`config.mk`:
```
export PLATFORM = sky130hd
export DESIGN_NAME = read_memory_by_address_service_flat
export DESIGN_NICKNAME = d
export VERILOG_FILES = /design/src/rtl/rmba_pkg.sv /design/src/rtl/rmba_req_if.sv /design/src/rtl/rmba_rsp_if.sv /design/src/rtl/read_memory_by_address_service.sv /design/src/rtl/rmba_check.sv /design/src/flat_wrapper.sv
export SDC_FILE = /design/constraint.sdc
export NUM_CORES = 1
export LEC_CHECK = 0
export BUFFER_PORTS_ARGS = -buffer_cell sky130_fd_sc_hd__buf_2
export CAP_MARGIN = 0
export CORE_UTILIZATION = 55
export CTS_CLUSTER_SIZE = 12
export DETAILED_ROUTE_END_ITERATION = 16
export PLACE_DENSITY_LB_ADDON = 0.3
export SLEW_MARGIN = 10
export SYNTH_ARGS = -nofsm -noshare
export SYNTH_HDL_FRONTEND = slang
export SYNTH_SLANG_ARGS = --single-unit
```
`constraint.sdc`:
```
create_clock -name clk -period 5.4 [get_ports clk]
set_input_delay 0.54 -clock clk [delete_from_list [all_inputs] [get_ports clk]]
set_output_delay 0.54 -clock clk [all_outputs]
set_load 0.02 [all_outputs]
```
`src/rtl/rmba_pkg.sv`:
```
// ----------------------------------------------------------------------------
// rmba_pkg
// Shared types, constants and the fixed memory contents of the
// read-memory-by-address diagnostic service.
// ----------------------------------------------------------------------------
package rmba_pkg;

  localparam int MEM_BYTES_DEF    = 1024;
  localparam int MAX_RESPONSE_DEF = 64;

  localparam logic [7:0] SID_SERVICE     = 8'h23;
  localparam logic [7:0] SID_NEGATIVE    = 8'h7F;
  localparam logic [7:0] POSITIVE_OFFSET = 8'h40;
  localparam logic [7:0] SID_POSITIVE    = SID_SERVICE + POSITIVE_OFFSET;

  localparam logic [7:0] MIN_LENGTH    = 8'd4;
  localparam logic [3:0] MAX_FIELD_LEN = 4'd4;

  // Word index of the security register within the configuration space.
  localparam logic REG_SECURITY = 1'b0;

  // Number of leading memory bytes that hold the fill pattern.
  localparam logic [31:0] PATTERN_BYTES = 32'd16;

  typedef enum logic [7:0] {
    NRC_NONE   = 8'h00,
    NRC_LENGTH = 8'h13,
    NRC_RANGE  = 8'h31,
    NRC_DENIED = 8'h33
  } nrc_t;

  typedef enum logic [1:0] {
    ST_COLLECT,
    ST_SUM,
    ST_DECIDE,
    ST_EMIT
  } state_t;

  // Request fields gathered while the bytes arrive.
  typedef struct packed {
    logic [7:0]  byte_count;
    logic [3:0]  addr_len;
    logic [3:0]  size_len;
    logic [31:0] size_acc;
  } req_info_t;

  // Outcome of the request checks.
  typedef struct packed {
    logic negative;
    nrc_t code;
  } verdict_t;

  // The memory is never written, so its contents are a fixed function of
  // the address: the first sixteen bytes repeat AA BB CC DD EE FF.
  function automatic logic [7:0] mem_init_byte(input logic [31:0] addr);
    logic [7:0] val;
    val = 8'h00;
    if (addr < PATTERN_BYTES) begin
      case (addr[3:0])
        4'd0, 4'd6, 4'd12: val = 8'hAA;
        4'd1, 4'd7, 4'd13: val = 8'hBB;
        4'd2, 4'd8, 4'd14: val = 8'hCC;
        4'd3, 4'd9, 4'd15: val = 8'hDD;
        4'd4, 4'd10:       val = 8'hEE;
        4'd5, 4'd11:       val = 8'hFF;
        default:           val = 8'h00;
      endcase
    end
    return val;
  endfunction

endpackage

```
`src/rtl/rmba_req_if.sv`:
```
// ----------------------------------------------------------------------------
// rmba_req_if
// Valid/ready channel that carries one request byte per transfer.
// ----------------------------------------------------------------------------
interface rmba_req_if;
  logic       valid;
  logic       ready;
  logic [7:0] request_byte;
  logic       request_last;

  modport source (output valid, output request_byte, output request_last, input ready);
  modport sink   (input valid, input request_byte, input request_last, output ready);
endinterface

```
`src/rtl/rmba_rsp_if.sv`:
```
// ----------------------------------------------------------------------------
// rmba_rsp_if
// Valid/ready channel that carries one response byte per transfer.
// ----------------------------------------------------------------------------
interface rmba_rsp_if;
  logic       valid;
  logic       ready;
  logic [7:0] response_byte;
  logic       is_negative;
  logic       response_last;

  modport source (output valid, output response_byte, output is_negative,
                  output response_last, input ready);
  modport sink   (input valid, input response_byte, input is_negative,
                  input response_last, output ready);
endinterface

```
`src/rtl/read_memory_by_address_service.sv`:
```
// ----------------------------------------------------------------------------
// read_memory_by_address_service
// Diagnostic read-memory-by-address service: collects a request byte by byte,
// validates it and streams back a negative or a positive response.
// ----------------------------------------------------------------------------
// Sequence: request bytes are taken one per cycle while collecting; after the
//   final byte the sum state forms the range sum, the decide state runs the
//   checks and the emit state loads the response bytes into the output register.
// Throughput: one response byte per cycle unless out_rsp.ready stalls it (3 for a
//   negative response, size+1 for a positive one), set by the single shared 33-bit adder and sequencer.
// Reset (rst_n, synchronous, active low) clears the sequencer, the request
//   fields, the output valid and the security register; no clearing pass.
module read_memory_by_address_service #(
  parameter int MEM_BYTES    = rmba_pkg::MEM_BYTES_DEF,
  parameter int MAX_RESPONSE = rmba_pkg::MAX_RESPONSE_DEF
) (
  input  logic         clk,
  input  logic         rst_n,
  rmba_req_if.sink     in_req,
  rmba_rsp_if.source   out_rsp,
  input  logic         cfg_psel,
  input  logic         cfg_penable,
  input  logic         cfg_pwrite,
  input  logic [2:0]   cfg_paddr,
  input  logic [31:0]  cfg_pwdata,
  output logic [31:0]  cfg_prdata,
  output logic         cfg_pready
);

  // Width of the response byte counter: it must reach MAX_RESPONSE - 1.
  localparam int CNT_W = $clog2(MAX_RESPONSE + 1);

  rmba_pkg::state_t state_r, state_nxt;

  // Configuration register.
  logic security_r;

  // Request fields, built up as the bytes arrive.
  logic [7:0]  byte_count_r;
  logic [3:0]  addr_len_r;
  logic [3:0]  size_len_r;
  logic [31:0] address_acc_r;
  logic [31:0] size_acc_r;

  // Response sequencing.
  logic [32:0]      sum_r;
  logic             neg_r;
  rmba_pkg::nrc_t   code_r;
  logic [CNT_W-1:0] idx_r;
  logic [CNT_W-1:0] last_idx_r;

  // Output register.
  logic       out_valid_r, out_valid_nxt;
  logic [7:0] out_byte_r;
  logic       out_neg_r;
  logic       out_last_r;

  // Shared adder: forms address + size for the range check, and later steps
  // the read pointer through memory one byte at a time.
  logic [32:0] add_b;
  logic [32:0] add_y;

  logic               in_fire;
  logic               cfg_write;
  logic               load;
  logic               is_final;
  logic [7:0]         emit_byte;
  logic [4:0]         field_end;
  rmba_pkg::req_info_t req_info;
  rmba_pkg::verdict_t  verdict;

  assign add_b = (state_r == rmba_pkg::ST_SUM) ? {1'b0, size_acc_r} : 33'd1;
  assign add_y = {1'b0, address_acc_r} + add_b;

  assign in_fire   = in_req.valid && in_req.ready;
  assign field_end = {1'b0, addr_len_r} + {1'b0, size_len_r};

  assign req_info.byte_count = byte_count_r;
  assign req_info.addr_len   = addr_len_r;
  assign req_info.size_len   = size_len_r;
  assign req_info.size_acc   = size_acc_r;

  rmba_check #(
    .MEM_BYTES    (MEM_BYTES),
    .MAX_RESPONSE (MAX_RESPONSE)
  ) u_check (
    .req              (req_info),
    .range_end        (sum_r),
    .security_granted (security_r),
    .verdict          (verdict)
  );

  // ---------------------------------------------------------------------------
  // Configuration port. Every access completes at once; a write lands at the
  // access phase and only the first word holds a register.
  // ---------------------------------------------------------------------------
  assign cfg_pready = 1'b1;
  assign cfg_write  = cfg_psel && cfg_penable && cfg_pwrite && cfg_pready;
  assign cfg_prdata = (cfg_paddr[2] == rmba_pkg::REG_SECURITY) ? {31'd0, security_r} : 32'd0;

  always_ff @(posedge clk) begin
    if (!rst_n) begin
      security_r <= 1'b0;
    end else if (cfg_write && (cfg_paddr[2] == rmba_pkg::REG_SECURITY)) begin
      security_r <= cfg_pwdata[0];
    end
  end

  // ---------------------------------------------------------------------------
  // Sequencer: next state.
  // ---------------------------------------------------------------------------
  always_comb begin
    state_nxt = state_r;
    case (state_r)
      rmba_pkg::ST_COLLECT: begin
        if (in_fire && in_req.request_last) begin
          state_nxt = rmba_pkg::ST_SUM;
        end
      end
      rmba_pkg::ST_SUM:    state_nxt = rmba_pkg::ST_DECIDE;
      rmba_pkg::ST_DECIDE: state_nxt = rmba_pkg::ST_EMIT;
      rmba_pkg::ST_EMIT: begin
        if (load && is_final) begin
          state_nxt = rmba_pkg::ST_COLLECT;
        end
      end
      default: state_nxt = rmba_pkg::ST_COLLECT;
    endcase
  end

  // ---------------------------------------------------------------------------
  // Sequencer: outputs. Request bytes are taken only while collecting; in ST_EMIT a
  // response byte is loaded whenever the output register is free or is being
  // emptied in the same cycle, so a finished byte never blocks the next one.
  // ---------------------------------------------------------------------------
  always_comb begin
    in_req.ready = 1'b0;
    load         = 1'b0;
    case (state_r)
      rmba_pkg::ST_COLLECT: in_req.ready = 1'b1;
      rmba_pkg::ST_EMIT:    load = !out_valid_r || out_rsp.ready;
      default: begin
        in_req.ready = 1'b0;
        load         = 1'b0;
      end
    endcase
  end

  // The negative form is the fixed header and the code; the positive form is
  // the positive service id and then the memory bytes from the read pointer.
  always_comb begin
    is_final = (idx_r == last_idx_r);
    if (neg_r) begin
      case (idx_r)
        CNT_W'(0): emit_byte = rmba_pkg::SID_NEGATIVE;
        CNT_W'(1): emit_byte = rmba_pkg::SID_SERVICE;
        default:   emit_byte = code_r;
      endcase
    end else if (idx_r == '0) begin
      emit_byte = rmba_pkg::SID_POSITIVE;
    end else begin
      emit_byte = rmba_pkg::mem_init_byte(address_acc_r);
    end
  end

  always_comb begin
    out_valid_nxt = out_valid_r;
    if (load) begin
      out_valid_nxt = 1'b1;
    end else if (out_rsp.ready) begin
      out_valid_nxt = 1'b0;
    end
  end

  // ---------------------------------------------------------------------------
  // Control registers and request collection.
  // ---------------------------------------------------------------------------
  always_ff @(posedge clk) begin
    if (!rst_n) begin
      state_r       <= rmba_pkg::ST_COLLECT;
      out_valid_r   <= 1'b0;
      byte_count_r  <= 8'd0;
      addr_len_r    <= 4'd0;
      size_len_r    <= 4'd0;
      address_acc_r <= 32'd0;
      size_acc_r    <= 32'd0;
    end else begin
      state_r     <= state_nxt;
      out_valid_r <= out_valid_nxt;

      if (in_fire) begin
        // The first byte is the format byte; then come the address bytes,
        // then the size bytes, both most significant first. Any further
        // bytes only count towards the length.
        if (byte_count_r == 8'd0) begin
          addr_len_r <= in_req.request_byte[3:0];
          size_len_r <= in_req.request_byte[7:4];
        end else if (byte_count_r <= {4'd0, addr_len_r}) begin
          address_acc_r <= {address_acc_r[23:0], in_req.request_byte};
        end else if (byte_count_r <= {3'd0, field_end}) begin
          size_acc_r <= {size_acc_r[23:0], in_req.request_byte};
        end
        if (byte_count_r != 8'hFF) begin
          byte_count_r <= byte_count_r + 8'd1;
        end
      end

      if (load) begin
        if (is_final) begin
          // Response complete: the request fields return to their idle values.
          byte_count_r  <= 8'd0;
          addr_len_r    <= 4'd0;
          size_len_r    <= 4'd0;
          address_acc_r <= 32'd0;
          size_acc_r    <= 32'd0;
        end else if (!neg_r && (idx_r != '0)) begin
          // A memory byte has gone out; advance the read pointer.
          address_acc_r <= add_y[31:0];
        end
      end
    end
  end

  // ---------------------------------------------------------------------------
  // Response payload registers.
  // ---------------------------------------------------------------------------
  always_ff @(posedge clk) begin
    if (state_r == rmba_pkg::ST_SUM) begin
      sum_r <= add_y;
    end
    if (state_r == rmba_pkg::ST_DECIDE) begin
      neg_r      <= verdict.negative;
      code_r     <= verdict.code;
      idx_r      <= '0;
      last_idx_r <= verdict.negative ? CNT_W'(2) : size_acc_r[CNT_W-1:0];
    end else if (load) begin
      idx_r <= idx_r + CNT_W'(1);
    end
    if (load) begin
      out_byte_r <= emit_byte;
      out_neg_r  <= neg_r;
      out_last_r <= is_final;
    end
  end

  assign out_rsp.valid         = out_valid_r;
  assign out_rsp.response_byte = out_byte_r;
  assign out_rsp.is_negative   = out_neg_r;
  assign out_rsp.response_last = out_last_r;

  // ---------------------------------------------------------------------------
  // Assertions.
  // ---------------------------------------------------------------------------

  // The byte counter never runs past the final byte of the response.
  a_idx_bound : assert property (@(posedge clk) disable iff (!rst_n)
    (state_r == rmba_pkg::ST_EMIT) |-> (idx_r <= last_idx_r))
    else $error("response byte index beyond the final byte");

  // Memory bytes are only ever read from within the memory.
  a_read_in_range : assert property (@(posedge clk) disable iff (!rst_n)
    (state_r == rmba_pkg::ST_EMIT && !neg_r && idx_r != '0) |->
      ({1'b0, address_acc_r} < 33'(MEM_BYTES)))
    else $error("memory read outside the memory");

  // Once the final byte is loaded, the block is back to collecting with a
  // cleared request.
  a_clear_after_final : assert property (@(posedge clk) disable iff (!rst_n)
    (state_r == rmba_pkg::ST_EMIT && load && is_final) |=>
      (state_r == rmba_pkg::ST_COLLECT && byte_count_r == 8'd0 &&
       address_acc_r == 32'd0 && size_acc_r == 32'd0))
    else $error("request not cleared after the response");

  // A positive response never exceeds the permitted size.
  a_size_limit : assert property (@(posedge clk) disable iff (!rst_n)
    (state_r == rmba_pkg::ST_EMIT && !neg_r) |->
      ({{(32-CNT_W){1'b0}}, last_idx_r} <= 32'(MAX_RESPONSE - 1)))
    else $error("positive response longer than permitted");

endmodule

```
`src/rtl/rmba_check.sv`:
```
// ----------------------------------------------------------------------------
// rmba_check
// Request validation: length, format, range and security checks in their
// order of priority, giving the negative response code if any fails.
// ----------------------------------------------------------------------------
module rmba_check #(
  parameter int MEM_BYTES    = rmba_pkg::MEM_BYTES_DEF,
  parameter int MAX_RESPONSE = rmba_pkg::MAX_RESPONSE_DEF
) (
  input  rmba_pkg::req_info_t req,
  input  logic [32:0]         range_end,
  input  logic                security_granted,
  output rmba_pkg::verdict_t  verdict
);

  logic [4:0] need;
  logic       short_req;
  logic       bad_format;
  logic       too_large;

  // The byte count already includes the final byte; when it has saturated
  // the true length is above any length that a check asks for.
  assign need       = 5'd1 + {1'b0, req.addr_len} + {1'b0, req.size_len};
  assign short_req  = (req.byte_count < rmba_pkg::MIN_LENGTH) ||
                      (req.byte_count < {3'b000, need});
  assign bad_format = (req.addr_len == 4'd0) || (req.addr_len > rmba_pkg::MAX_FIELD_LEN) ||
                      (req.size_len == 4'd0) || (req.size_len > rmba_pkg::MAX_FIELD_LEN);
  assign too_large  = (req.size_acc > 32'(MAX_RESPONSE - 1)) ||
                      (range_end > 33'(MEM_BYTES));

  always_comb begin
    verdict.negative = 1'b1;
    verdict.code     = rmba_pkg::NRC_NONE;
    if (short_req) begin
      verdict.code = rmba_pkg::NRC_LENGTH;
    end else if (bad_format || too_large) begin
      verdict.code = rmba_pkg::NRC_RANGE;
    end else if (!security_granted) begin
      verdict.code = rmba_pkg::NRC_DENIED;
    end else begin
      verdict.negative = 1'b0;
    end
  end

endmodule

```
`src/flat_wrapper.sv`:
```
// flat-port wrapper written by rule: the top's interface ports become plain ports
module read_memory_by_address_service_flat 
#(
  parameter int MEM_BYTES    = rmba_pkg::MEM_BYTES_DEF,
  parameter int MAX_RESPONSE = rmba_pkg::MAX_RESPONSE_DEF
)
  (clk, rst_n, cfg_psel, cfg_penable, cfg_pwrite, cfg_paddr, cfg_pwdata, cfg_prdata, cfg_pready, in_req_valid, in_req_request_byte, in_req_request_last, in_req_ready, out_rsp_valid, out_rsp_response_byte, out_rsp_is_negative, out_rsp_response_last, out_rsp_ready);
  rmba_req_if in_req_i ();
  rmba_rsp_if out_rsp_i ();
  input  logic clk;
  input  logic rst_n;
  input  logic cfg_psel;
  input  logic cfg_penable;
  input  logic cfg_pwrite;
  input  logic [2:0] cfg_paddr;
  input  logic [31:0] cfg_pwdata;
  output logic [31:0] cfg_prdata;
  output logic cfg_pready;
  input wire logic [$bits(in_req_i.valid)-1:0] in_req_valid;
  input wire logic [$bits(in_req_i.request_byte)-1:0] in_req_request_byte;
  input wire logic [$bits(in_req_i.request_last)-1:0] in_req_request_last;
  output wire logic [$bits(in_req_i.ready)-1:0] in_req_ready;
  output wire logic [$bits(out_rsp_i.valid)-1:0] out_rsp_valid;
  output wire logic [$bits(out_rsp_i.response_byte)-1:0] out_rsp_response_byte;
  output wire logic [$bits(out_rsp_i.is_negative)-1:0] out_rsp_is_negative;
  output wire logic [$bits(out_rsp_i.response_last)-1:0] out_rsp_response_last;
  input wire logic [$bits(out_rsp_i.ready)-1:0] out_rsp_ready;
  assign in_req_i.valid = in_req_valid;
  assign in_req_i.request_byte = in_req_request_byte;
  assign in_req_i.request_last = in_req_request_last;
  assign in_req_ready = in_req_i.ready;
  assign out_rsp_valid = out_rsp_i.valid;
  assign out_rsp_response_byte = out_rsp_i.response_byte;
  assign out_rsp_is_negative = out_rsp_i.is_negative;
  assign out_rsp_response_last = out_rsp_i.response_last;
  assign out_rsp_i.ready = out_rsp_ready;
  read_memory_by_address_service #(.MEM_BYTES(MEM_BYTES), .MAX_RESPONSE(MAX_RESPONSE)) u_core (.clk(clk), .rst_n(rst_n), .in_req(in_req_i), .out_rsp(out_rsp_i), .cfg_psel(cfg_psel), .cfg_penable(cfg_penable), .cfg_pwrite(cfg_pwrite), .cfg_paddr(cfg_paddr), .cfg_pwdata(cfg_pwdata), .cfg_prdata(cfg_prdata), .cfg_pready(cfg_pready));
endmodule
```
==> results of run 1 <==
## worst max path at each step
stage          slack [ns]                        to  cells after the start
3_3_place_gp         1.59          u_core.sum_r[25]                     13
3_5_place_dp         1.51          u_core.sum_r[25]                     13
6_report             1.44          u_core.sum_r[25]                     13
5_1_grt              1.02  u_core.address_acc_r[25]                     13
2_1_floorplan        1.66          u_core.sum_r[32]                     13
4_1_cts              1.47          u_core.sum_r[25]                     13
## state kept, by name (all words and copies together), names as in the netlist, 2 cells and up, named ones only
name	cells
u_core.size_acc_r	32
u_core.size_len_r	4
u_core.sum_r	33
u_core.byte_count_r	8
u_core.code_r	3
u_core.address_acc_r	32
u_core.idx_r	7
u_core.state_r	2
u_core.out_rsp.response_byte	8
u_core.last_idx_r	7
u_core.addr_len_r	4
## Yosys cell counts, types with 29 or more instances
cell      number  area share (%)
nor2_1       123             5.3
dfxtp_1       93              21
mux2i_1       73             8.3
ha_1          62             8.8
a21oi_1       61             3.5
edfxtp_1      54              18
nand2_1       49             2.1
and2_1        40             2.8
inv_1         39             1.7
a211oi_1      35             3.0
buf_4         33             2.8
clkbuf_1      31             1.3
o21ai_0       29             1.7
## power by group
group          leakage, nW  internal (mW)  switching (mW)
sequential            1.25           1.32          0.0947
combinational         2.33          0.329           0.507
clock                0.278          0.683           0.470
## logic make-up after synthesis
group	Yosys count	synth area share, %
compound gates	195	14.5
xor+xnor	51	5.08
fa+ha+maj	65	9.51
buf+inv	111	6.25
flops	147	39.6
mux	74	8.44
other cells	2	0.0855
simple gates	298	16.4
## layout make-up
class | instances | share of cell area, %
clock buffer | 21 | 4.61
clock inverter | 11 | 1.36
inverter | 39 | 1.53
multi-input combinational | 716 | 51.1
sequential | 147 | 36.5
tap | 211 | 2.76
timing repair buffer | 37 | 2.12
## metrics by stage
stage | hold WS [ns] | instances | util, %
floorplan | 0.475 | 974 | -
global placement | 0.490 | 1150 | 58.4
detailed placement | 0.505 | 1150 | 58.4
CTS | 0.363 | 1182 | 62.1
global route | 0.384 | 1182 | 62.1
finish | 0.373 | 1182 | 62.1
## critical path, cell delays in order (launching register included)
cell       delay, ns
dfxtp_1         0.33
inv_1           0.10
ha_2            0.70
nand2_1         0.22
inv_1           0.10
ha_1            0.16
a211oi_1        0.06
o31ai_1         0.51
o2111ai_1       0.27
a21oi_1         0.23
o21ai_0         0.15
a21oi_1         0.51
a31oi_1         0.18
xnor2_1         0.15
## layer usage
metal	part of all wire [%]	GRT usage (%)
met5	0	0
met1	47	36.1
met4	2.0	9.83
met2	45	39.4
met3	5.7	5.11
==> flow_metrics.tcl, run 1 <==
set metrics [dict create \
    syn_avg_cell_area_um2 9.32 \
    yosysSeqAreaShare_pct 39.6 \
    reg2reg_depth 13 \
    stdcell_area_mm2 0.00955 \
    fin_setup_tns_ns 0 \
    r2r-end "u_core.sum_r[25]" \
    die_x_um 128 \
    synth.cell_area_mm2 0.00879 \
    endpoint_kind "flop" \
    min_from "cfg_pwdata[0]" \
    crit-reg2reg-launch "u_core.state_r[1]" \
    area_growth_pct 8.73 \
    setup.reg_to_reg.worst_slack_ns 1.44 \
    cts_tree "done" \
    number_of_post_cts_setup_repair_buffers 0 \
    post_cts.resized_instances 0 \
    layout.area.seq_mm2 0.00348 \
    place_hpwl_um 14800 \
    hold_violations 0 \
    worst_ir_drop_on_vdd_uv 204 \
    antennaDiodeCount 0 \
    grtUsageTotal_pct 25.8 \
    mostFrequentLayoutCells "123 x nor2_1, 93 x dfxtp_1, 73 x mux2i_1" \
    core_region_area_mm2 0.0154 \
    worst_setup_hold_path_clk_slew_ns 0.06 \
    worstSetupStartpoint "u_core.state_r[1]" \
    drc 0 \
    floorplan.io_pins 96 \
    drt_wl_total_um 20300 \
    number_of_antenna_violations_at_the_first_check_in_global_routing 0 \
    min-delay-path-class "in2reg" \
    worst_hold_path.endpoint "u_core.security_r" \
    fp.dieH_um 128 \
    vias_per_cell 5.71 \
    criticalPathCategory "reg2reg" \
    cts_hold_buffers 0 \
    fin_total_pwr_mw 3.40 \
    power-per-cell-area_mw_per_mm2 356 \
    cap_violations 0 \
    worstMarginPinSlew_ns 0.989 \
    global_route.overflow_total 0 \
    nets 1074 \
    row_count 45 \
    final.setup.worst_slack_ns 1.44 \
    rsz_0062_raised_after_global_routing "false" \
    yosys_warnings 0 \
    most_common_cell_after_layout_fill_and_taps_aside "nor2_1" \
    grt_start_max_net_pins 50 \
    status "completed" \
    initial_core_util_pct 57.2 \
    slew_headroom_pct 33.9 \
    fin_crit_sh_pct 73.3 \
    path_max_fanout 41 \
    postSynthRegisterBits 147 \
    die_area_mm2 0.0165 \
    crit_arrival_ns 4.13 \
    dr.first_iter.drc_count 566 \
    synth_edf_count 54 \
    hold_path_depth 3 \
    number_of_sinks_driven_by_the_clock_tree 147 \
    post_route_cells_drive_above_1_share_pct 7.62 \
    vias_in_the_first_global_route 6240 \
    grt_pass1_wl_um 32300 \
    clk_root_buffer_cell "clkbuf_16" \
    slew_violations 0 \
    port_buffers 30 \
    dr_total_vias 6750 \
    clockBufferDepth 2 \
    worst_setup_path_start_kind "flop" \
    antenna_violating_nets_post_route 0 \
    ctsHtreeMaxLevel 4 \
    placement.setup.worst_slack_ns 1.51 \
    fillerInstances 1304 \
    clock.fmax_mhz 253 \
    post-route-min-period_ns 3.96 \
    detail_route.first_pass.iterations 5 \
    synthCells 943 \
    postSynth.asyncResetShare_pct 0 \
    place_congestion 0.935 \
    skew_ns 0.0104 \
    setup_viol 0 \
    detailed_place.area_mm2 0.00898 \
    leakage_nw 3.86 \
    dr_wl_cell_um 17.1 \
    most_used_flip_flop_cell_after_synthesis "dfxtp_1" \
    multi_input_area_mm2 0.00489 \
    crit_required_ns 5.57 \
    insertion_delay_ns 0.44 \
    synth_cell_type_count 56 \
    numCtsBuffers 17 \
]
(Power assumes the default switching activity.)
==> run 2, diff against run 1 <==
clock period = 3.7 ns   (was 5.4 ns; I/O delays follow)
==> run 2 against run 1 <==
- wire length increased by 0.99%
- worst hold slack got worse by 0.18 ns
- largest power group unchanged
- global-route usage increased by 0.15 points
- sequential power increased by 45%
- critical path depth unchanged
- sequential share of layout area decreased by 0.40 points
- final area increased by 1.1%
- critical path type unchanged
- non-clock buffer count increased by 6
- combinational power increased by 50%
- clock-buffer cell count decreased by 2
- maximum frequency increased by 13%
==> flow_metrics.tcl, run 2 (synthesis results as in run 1) <==
set metrics [dict create \
    crit_path_cell_trace "inv_1 -> ha_2 -> buf_4 -> and2_1 -> ha_1 -> o21a_1 -> o211a_1 -> o2111ai_1 -> a21oi_1 -> a21oi_1 -> o41ai_1 -> xor2_1 -> o21a_1" \
    vias_per_cell 5.69 \
    antenna_violating_nets_post_route 0 \
    path_buf_inv 2 \
    insertion_delay_ns 0.43 \
    most_common_cell_after_layout_fill_and_taps_aside "nor2_1" \
    rsz_0062_raised_after_global_routing "false" \
    hold_violations 0 \
    criticalPathCategory "reg2reg" \
    max_flop_register "u_core.sum_r" \
    slowest_delay_ns 0.49 \
    status "completed" \
    initial_core_util_pct 57.2 \
    timing.critical_path.max_delay_family "compound AO/OA/AOI/OAI gates" \
    place_congestion 0.999 \
    clock.fmax_mhz 286 \
    die_area_mm2 0.0165 \
    area_growth_pct 9.94 \
    die_x_um 128 \
    nets 1080 \
    fin_crit_sh_pct 94.4 \
    post-route-min-period_ns 3.49 \
    post_route_cells_drive_above_1_share_pct 8.70 \
    slew_headroom_pct 47.9 \
    vias_in_the_first_global_route 6204 \
    place_hpwl_um 15000 \
    fillerInstances 1296 \
    crit_required_ns 4.02 \
    row_count 45 \
    setup.reg_to_reg.worst_slack_ns 0.21 \
    floorplan.io_pins 96 \
    number_of_sinks_driven_by_the_clock_tree 147 \
    worst_ir_drop_on_vdd_uv 346 \
    critical_path.slowest_cell "o41ai_1" \
    fp.dieH_um 128 \
    cts_tree "done" \
    numCtsBuffers 17 \
    leakage_nw 3.91 \
    grt_pass1_wl_um 32800 \
    worst_setup_path_start_kind "flop" \
    worst_setup_hold_path_clk_slew_ns 0.06 \
    drt_wl_total_um 20500 \
    largest_register_ff_count 33 \
    finalCoreUtilization_pct 62.8 \
    dr.first_iter.drc_count 657 \
    detailed_place.area_mm2 0.00906 \
    setup_viol 0 \
    min-delay-path-class "in2reg" \
    endpoint_kind "flop" \
    dr_wl_cell_um 17.2 \
    core_region_area_mm2 0.0154 \
    clockBufferDepth 2 \
    path_max_fanout 23 \
    crit_arrival_ns 3.82 \
    drc 0 \
    power-per-cell-area_mw_per_mm2 521 \
    antennaDiodeCount 0 \
    number_of_antenna_violations_at_the_first_check_in_global_routing 0 \
    stdcell_area_mm2 0.00966 \
    detail_route.first_pass.iterations 5 \
    skew_ns 0.00901 \
    global_route.overflow_total 0 \
    dr_total_vias 6760 \
    port_buffers 30 \
    worstMarginPinSlew_ns 0.782 \
    min_from "cfg_pwdata[0]" \
    layout_top_registers "u_core.sum_r: 33 flops, u_core.address_acc_r: 32 flops, u_core.size_acc_r: 32 flops" \
    dp.cells 1156 \
    worstSetupStartpoint "u_core.state_r[1]" \
    grt_start_max_net_pins 55 \
    ctsHtreeMaxLevel 4 \
    final_cell_count_no_fill 1188 \
    slew_violations 0 \
    clk_root_buffer_cell "clkbuf_16" \
    fin_total_pwr_mw 5.03 \
    mostFrequentLayoutCells "123 x nor2_1, 93 x dfxtp_1, 73 x mux2i_1" \
    grtUsageTotal_pct 25.9 \
    cap_violations 0 \
    fin_setup_tns_ns 0 \
    crit-reg2reg-launch "u_core.state_r[1]" \
]
[run 2: layer usage]
| metal | vias up | share of wire [%] | track usage, % |
|---|---|---|---|
| met5 | - | 0 | 0 |
| met4 | 0 | 1.5 | 8.65 |
| met3 | 26 | 5.5 | 4.78 |
| met2 | 187 | 45 | 39.5 |
| met1 | 3190 | 48 | 37.1 |
| li1 | 3357 | - | - |
[run 2: worst reg2reg max path: stages (launching register included)]
cell and delay, ns:
dfxtp_1 0.37, inv_1 0.09, ha_2 0.24, buf_4 0.23, and2_1 0.18, ha_1 0.35, o21a_1 0.16, o211a_1 0.15
o2111ai_1 0.23, a21oi_1 0.33, a21oi_1 0.21, o41ai_1 0.49, xor2_1 0.16, o21a_1 0.19
[run 2: power breakdown]
part / total [mW] / leakage, nW / internal, mW / switching (mW)
registers: 2.06 / 1.25 / 1.93 / 0.138
logic: 1.25 / 2.37 / 0.501 / 0.750
clock network: 1.72 / 0.289 / 1.01 / 0.712
total: 5.03 / 3.91 / 3.43 / 1.60
[run 2: layout make-up]
| type | instances | area, um^2 | share of cell area (%) |
|---|---|---|---|
| clock inverter | 13 | 151 | 1.57 |
| timing repair buffer | 43 | 285 | 2.95 |
| tap | 211 | 264 | 2.73 |
| clock buffer | 19 | 433 | 4.48 |
| inverter | 39 | 146 | 1.52 |
| multi-input combinational | 716 | 4900 | 50.7 |
| sequential | 147 | 3480 | 36.1 |
[run 2: path summary, 6_finish.rpt]
check	endpoint	cells after the start
min reg2reg	u_core.out_rsp.valid	2
max reg2reg	u_core.address_acc_r[31]	13
min	u_core.security_r	3
max	u_core.address_acc_r[31]	13
[run 2: metrics by stage]
stage          hold WS (ns)  setup slack [ns]
6_report              0.197             0.208
2_1_floorplan         0.475             0.310
3_5_place_dp          0.499             0.275
5_1_grt               0.217            0.0135
4_1_cts               0.186             0.257
3_3_place_gp          0.488             0.340
[run 2: repair_timing]
action / in CTS / in global routing
setup endpoints to repair: 0 / 6
hold buffers: 0 / 0
buffers inserted: 0 / 0
gates resized for setup: 0 / 2
